## config.mk

```make
export PLATFORM = sky130hd
export DESIGN_NAME = mrq_cell
export DESIGN_NICKNAME = d
export VERILOG_FILES = /design/src/hw/rtl/mrq_pkg.sv /design/src/hw/rtl/mrq_cell.sv
export SDC_FILE = /design/constraint.sdc
export NUM_CORES = 1
export LEC_CHECK = 0
export ABC_AREA = 1
export ABC_CLOCK_PERIOD_IN_PS = 2000
export BUFFER_PORTS_ARGS = -buffer_cell sky130_fd_sc_hd__buf_4
export CAP_MARGIN = 20
export CORE_AREA = 2 2 184 186
export DETAILED_ROUTE_END_ITERATION = 10
export DIE_AREA = 0 0 186 188
export PLACE_DENSITY = 0.68
export SLEW_MARGIN = 20
export SYNTH_ARGS = -nofsm -noshare
export SYNTH_HDL_FRONTEND = slang
export SYNTH_SLANG_ARGS = --single-unit
```

## constraint.sdc

```tcl
create_clock -name clk_i -period 2 [get_ports clk_i]
set_input_delay 0.4 -clock clk_i [delete_from_list [all_inputs] [get_ports clk_i]]
set_output_delay 0.4 -clock clk_i [all_outputs]
set_load 0.02 [all_outputs]
```

## src/hw/rtl/mrq_pkg.sv

```systemverilog
package mrq_pkg;

  // queue geometry
  localparam int QUEUE_DEPTH = 16;
  localparam int IDX_W       = $clog2(QUEUE_DEPTH);
  localparam int OCC_W       = $clog2(QUEUE_DEPTH + 1);

  // scheduling constants
  localparam logic [4:0]  WEIGHT_BASE   = 5'd20;
  localparam logic [4:0]  PRIO_MAX      = 5'd19;
  localparam logic [7:0]  QUANTUM_RESET = 8'd4;
  localparam logic [20:0] VRT_MAX       = 21'h1FFFFF;
  localparam logic [31:0] U32_MAX       = 32'hFFFFFFFF;

  // operation codes carried in tuser
  localparam logic FUNC_ADD   = 1'b0;
  localparam logic FUNC_SLICE = 1'b1;

  // broadcast commands to the cell row
  localparam logic [1:0] CMD_NOP = 2'd0;
  localparam logic [1:0] CMD_ADD = 2'd1;
  localparam logic [1:0] CMD_UPD = 2'd2;
  localparam logic [1:0] CMD_REM = 2'd3;

  // one queued task
  typedef struct packed {
    logic [15:0] id;
    logic [4:0]  prio;
    logic [15:0] rem;
    logic [20:0] vrt;
    logic [31:0] wait_t;
  } entry_t;

  // running minimum handed from cell to cell
  typedef struct packed {
    logic             found;
    logic [IDX_W-1:0] idx;
    entry_t           ent;
  } scan_t;

  // control broadcast from the sequencer to every cell
  typedef struct packed {
    logic [1:0]       cmd;
    logic [OCC_W-1:0] occ;
    logic [IDX_W-1:0] sel;
    logic [15:0]      add_id;
    logic [4:0]       add_prio;
    logic [15:0]      add_burst;
    logic [15:0]      upd_rem;
    logic [20:0]      upd_vrt;
    logic [7:0]       slice;
  } cell_ctrl_t;

  // saturating add of a slice onto a 32-bit counter
  function automatic logic [31:0] sat_add32(input logic [31:0] a, input logic [31:0] b);
    logic [32:0] s;
    s = {1'b0, a} + {1'b0, b};
    return s[32] ? U32_MAX : s[31:0];
  endfunction

endpackage

```

## src/hw/rtl/mrq_cell.sv

```systemverilog
module mrq_cell (
  input  logic                        clk_i,
  input  logic                        rst_ni,
  input  logic [mrq_pkg::IDX_W-1:0]   cell_idx_i,
  input  mrq_pkg::cell_ctrl_t         ctrl_i,
  input  mrq_pkg::entry_t             right_i,
  input  mrq_pkg::scan_t              scan_i,
  output mrq_pkg::scan_t              scan_o,
  output mrq_pkg::entry_t             ent_o
);

  mrq_pkg::entry_t ent_q, ent_d;
  mrq_pkg::scan_t  scan_q, scan_d;
  logic            active;

  assign active = mrq_pkg::OCC_W'(cell_idx_i) < ctrl_i.occ;

  // keep the earlier entry on ties: replace only on strictly smaller vruntime
  always_comb begin
    scan_d = scan_i;
    if (active && (!scan_i.found || ent_q.vrt < scan_i.ent.vrt)) begin
      scan_d.found = 1'b1;
      scan_d.idx   = cell_idx_i;
      scan_d.ent   = ent_q;
    end
  end

  always_ff @(posedge clk_i or negedge rst_ni) begin
    if (!rst_ni) begin
      scan_q <= '0;
    end else begin
      scan_q <= scan_d;
    end
  end

  // entry update for add, slice update and removal shift
  always_comb begin
    ent_d = ent_q;
    case (ctrl_i.cmd)
      mrq_pkg::CMD_ADD: begin
        if (mrq_pkg::OCC_W'(cell_idx_i) == ctrl_i.occ) begin
          ent_d.id     = ctrl_i.add_id;
          ent_d.prio   = ctrl_i.add_prio;
          ent_d.rem    = ctrl_i.add_burst;
          ent_d.vrt    = '0;
          ent_d.wait_t = '0;
        end
      end
      mrq_pkg::CMD_UPD: begin
        if (cell_idx_i == ctrl_i.sel) begin
          ent_d.rem = ctrl_i.upd_rem;
          ent_d.vrt = ctrl_i.upd_vrt;
        end else if (active) begin
          ent_d.wait_t = mrq_pkg::sat_add32(ent_q.wait_t, {24'd0, ctrl_i.slice});
        end
      end
      mrq_pkg::CMD_REM: begin
        if (cell_idx_i >= ctrl_i.sel) begin
          ent_d        = right_i;
          ent_d.wait_t = mrq_pkg::sat_add32(right_i.wait_t, {24'd0, ctrl_i.slice});
        end else if (active) begin
          ent_d.wait_t = mrq_pkg::sat_add32(ent_q.wait_t, {24'd0, ctrl_i.slice});
        end
      end
      default: begin
        ent_d = ent_q;
      end
    endcase
  end

  always_ff @(posedge clk_i) begin
    ent_q <= ent_d;
  end

  assign scan_o = scan_q;
  assign ent_o  = ent_q;

endmodule

```

==> results.yml <==
placed_design:
  hpwl_um: 35900
  gp_congestion: 0.936
  buffer_ports.inserted: 468
  placement.setup.worst_slack_ps: -308
  place_area_um2: 16600
  dp_cells: 2464
sta:
  timing.final.max_slew_violations: 0
  finalHoldViolCount: 7
  post_route_fraction_of_the_period_consumed_by_the_critical_path: 1.05
  tightestPinTransition_ps: 654
  max_freq_mhz: 475
  setup-tns-final_ps: -5330
  fin_worst_skew_ps: 11.4
  finalSetupViolations: 112
  final.hold.worst_slack_ps: -2.67
  rsz0062_at_grt: "true"
  maxSlewHeadroom: 0.560
  final.min_clock_period_ps: 2110
  fin_ws_ps: -106
job:
  timing.max_cap.violations: 0
clocking:
  numCtsBuffers: 17
  cts-hold-fix-buffers: 0
  clk_latency_ps: 440
  cts_root_buffer: "sky130_fd_sc_hd__clkbuf_16"
  tritoncts: "yes"
  h-tree-depth: 4
  max-clock-path-buffers: 2
  numClockSinks: 185
  clk_transition_reported_paths_ps: 70
final_layout:
  final_cell_area_excluding_filler_cells_um2: 19000
  filler_cell_count: 2918
  area_growth_synth_to_finish_pct: 67.8
  nets: 2407
  final_layout_size_suffix_gt1_frac: 0.470
  layoutNonFillerInstCount: 2542
worst_setup_path:
  worstSetupStartpointType: "flip-flop"
  cells_traversed_along_the_worst_timing_path: "ha_1, nand2_2, nor2_4, buf_4, a21oi_2, nand3_2, nand2_4, buf_12, nand2_8, clkbuf_16, nand2_1, nand2_1"
  critPathCapture: "scan_o[78]"
  r2r_start: "ent_o[52]"
  path_max_fanout: 14
  rrSetupSlack_ps: -110
  critical_path.n_buffers_inverters: 3
  worst_setup_path_end_kind: "flip-flop"
  critical_path.max_stage_delay_ps: 400
  worst-endpoint-required_ps: 2330
  worst_setup_startpoint: "ent_o[52]"
  r2r_end: "scan_o[78]"
  critPathArrivalTime_ps: 2440
  r2r.worst_path.cells: 12
  crit_type: "reg -> reg"
  critical-path-slowest-cell: "sky130_fd_sc_hd__edfxtp_1"
  critical_path_depth: 12
  critPathMostFrequentCell: "sky130_fd_sc_hd__nand2_1"
  crit_family: "simple AND/OR/NAND/NOR gates"
yosys:
  async_set_or_reset_register_ratio_after_synthesis: 0.514
  synth_edf_count: 90
  synth_seq_cells: 185
  postSynthCellCount: 1462
  synthDistinctLibCells: 39
  synthesis.yosys.warnings: 0
  synth_area_per_cell_um2: 7.74
  post_synthesis_net_count: 1792
  synth_top_flop_cell: "sky130_fd_sc_hd__dfrtp_1"
  mappedNetlistArea_um2: 11300
  synth_sequential_area_ratio: 0.449
power_and_ir_drop:
  clock_power_share: 0.226
  cellPowerDensity_nw_per_um2: 768
  p_comb_frac: 0.429
  internal_power_summed_over_all_cells_w: 0.00922
  switching_share: 0.368
  power.share.sequential: 0.344
  power.switching_w: 0.00537
  vdd.ir_drop.worst_uv: 482
  leakage_nw: 9.68
grt:
  grt_start_max_net_pins: 96
  grt_antenna_before_repair: 5
  grt_pass1_wl_um: 69800
  grt_pass1_vias: 12199
  grt_util_all_layers: 0.264
  overflow: 0
drt:
  routed_via_density: 4.95
  drtPass1Iterations: 6
  drc: 0
  vias: 12581
  drt_first_iter_violations: 749
  routedWlPerCell_um: 19.2
  route.final.wire_length_um: 48900
  final_antenna_net_count: 0
floorplan:
  floorplan.initialDensity: 0.342
  core_region_area_um2: 33100
  io_pins: 469
  die_area_um2: 35000
  die-height_um: 188
  rows: 67
  dieWidth_um: 186
hold_path:
  hold_class: "in -> async"
status:
  failed_checks: "hold timing, setup timing"
  status: "finished with violations"
area by class of cell:
cell class | count | area [µm²] | area share
Sequential cell | 185 | 5080 | 0.267
Antenna cell | 4 | 10.0 | 0.000527
Multi-Input combinational cell | 1085 | 6700 | 0.353
Timing Repair Buffer | 654 | 5570 | 0.293
Clock inverter | 11 | 87.6 | 0.00461
Clock buffer | 21 | 470 | 0.0248
Inverter | 134 | 523 | 0.0275
Tap cell | 448 | 561 | 0.0295
synth_stat cells (4+ instances only):
cell	n	share of area
sky130_fd_sc_hd__buf_4	4	0.0027
sky130_fd_sc_hd__nand3_2	19	0.017
sky130_fd_sc_hd__o21ai_1	11	0.0049
sky130_fd_sc_hd__ha_1	44	0.049
sky130_fd_sc_hd__nand2_2	18	0.0099
sky130_fd_sc_hd__nor2_1	68	0.023
sky130_fd_sc_hd__xnor2_1	7	0.0054
sky130_fd_sc_hd__nand3b_1	18	0.012
sky130_fd_sc_hd__a21oi_1	24	0.011
sky130_fd_sc_hd__nand3_1	184	0.081
sky130_fd_sc_hd__inv_1	128	0.042
sky130_fd_sc_hd__dfrtp_1	95	0.21
sky130_fd_sc_hd__buf_1	5	0.0017
sky130_fd_sc_hd__buf_6	8	0.0080
sky130_fd_sc_hd__or2_2	4	0.0022
sky130_fd_sc_hd__o21ai_0	14	0.0062
sky130_fd_sc_hd__a22o_1	21	0.016
sky130_fd_sc_hd__nand2_1	575	0.19
sky130_fd_sc_hd__buf_2	33	0.015
sky130_fd_sc_hd__nor3_2	4	0.0035
sky130_fd_sc_hd__nor3_1	13	0.0057
sky130_fd_sc_hd__nand4_1	28	0.015
sky130_fd_sc_hd__o211ai_1	5	0.0033
sky130_fd_sc_hd__edfxtp_1	90	0.24
sky130_fd_sc_hd__clkbuf_1	9	0.0030
sky130_fd_sc_hd__xor2_1	5	0.0039
what timing repair did:
item	4_1_cts	5_1_grt
pin swaps	36	56
setup endpoints to repair	125	126
buffers inserted	12	12
resized for setup	111	189
gates cloned	9	10
power groups by stage:
stage / clock network [W] / registers, W / logic, W
global placement: 0 / 0.00505 / 0.00510
CTS: 0.00334 / 0.00500 / 0.00565
finish: 0.00330 / 0.00502 / 0.00626
floorplan: 0 / 0.00583 / 0.00171
global route: 0.00349 / 0.00507 / 0.00666
detailed placement: 0 / 0.00507 / 0.00515
cell families (layout without fill, tap and decap cells):
logic type / count (synthesis) / after routing / share of synthesized area
buf+inv: 194 / 820 / 0.0756
simple gates: 944 / 946 / 0.369
flops: 185 / 185 / 0.449
compound gates: 81 / 81 / 0.0451
xor+xnor: 12 / 12 / 0.00928
other cells: 0 / 4 / 0
fa+ha+maj: 46 / 46 / 0.0522
worst min-delay path by stage:
stage | startpoint | end | slack (ps) | cells after the start
2_1_floorplan | rst_ni | scan_o[0] | 100 | 0
3_3_place_gp | ent_o[85] | scan_o[85] | 490 | 2
3_5_place_dp | ent_o[83] | scan_o[83] | 500 | 2
4_1_cts | rst_ni | scan_o[69] | 40 | 2
5_1_grt | rst_ni | scan_o[82] | 30 | 2
6_report | rst_ni | scan_o[82] | -3 | 2
flip-flops by register name (all words and copies together), names as in the netlist:
register  flops
ent_o        90
scan_o       95
per-layer routing:
metal  wire, µm  global-route usage  vias up  part of all wire
met5         13                   0        -           0.00027
met2      25200               0.469      435              0.52
met4       1680               0.114        2             0.034
met3       3320              0.0602       82             0.068
met1      18600               0.300     6036              0.38
li1           -                   -     6026                 -
placed cells by master (no fill, tap or decap), types with 35 or more instances in the layout:
cell / count
sky130_fd_sc_hd__nand3_1: 117
sky130_fd_sc_hd__edfxtp_1: 90
sky130_fd_sc_hd__nand2_1: 461
sky130_fd_sc_hd__dfrtp_1: 95
sky130_fd_sc_hd__nor2_1: 54
sky130_fd_sc_hd__nand2_2: 97
sky130_fd_sc_hd__buf_4: 606
sky130_fd_sc_hd__nand3_2: 72
sky130_fd_sc_hd__inv_1: 121
sky130_fd_sc_hd__nand2_4: 35
metrics by stage:
stage	total power, W	util
after floorplan	0.00754	-
after global placement	0.0101	0.501
after detailed placement	0.0102	0.501
after CTS	0.0140	0.543
after global routing	0.0152	0.574
final	0.0146	0.574
worst register-to-register path, delay by kind of cell (launching register included):
family                   cells  cell delay [ps]
AND/OR/NAND/NOR              7              660
buffers and inverters        3              470
flip-flops                   1              400
adder cells (fa/ha/maj)      1              320
AO/OA/AOI/OAI                1              160
Note: power is estimated with default switching activity, not from simulation.
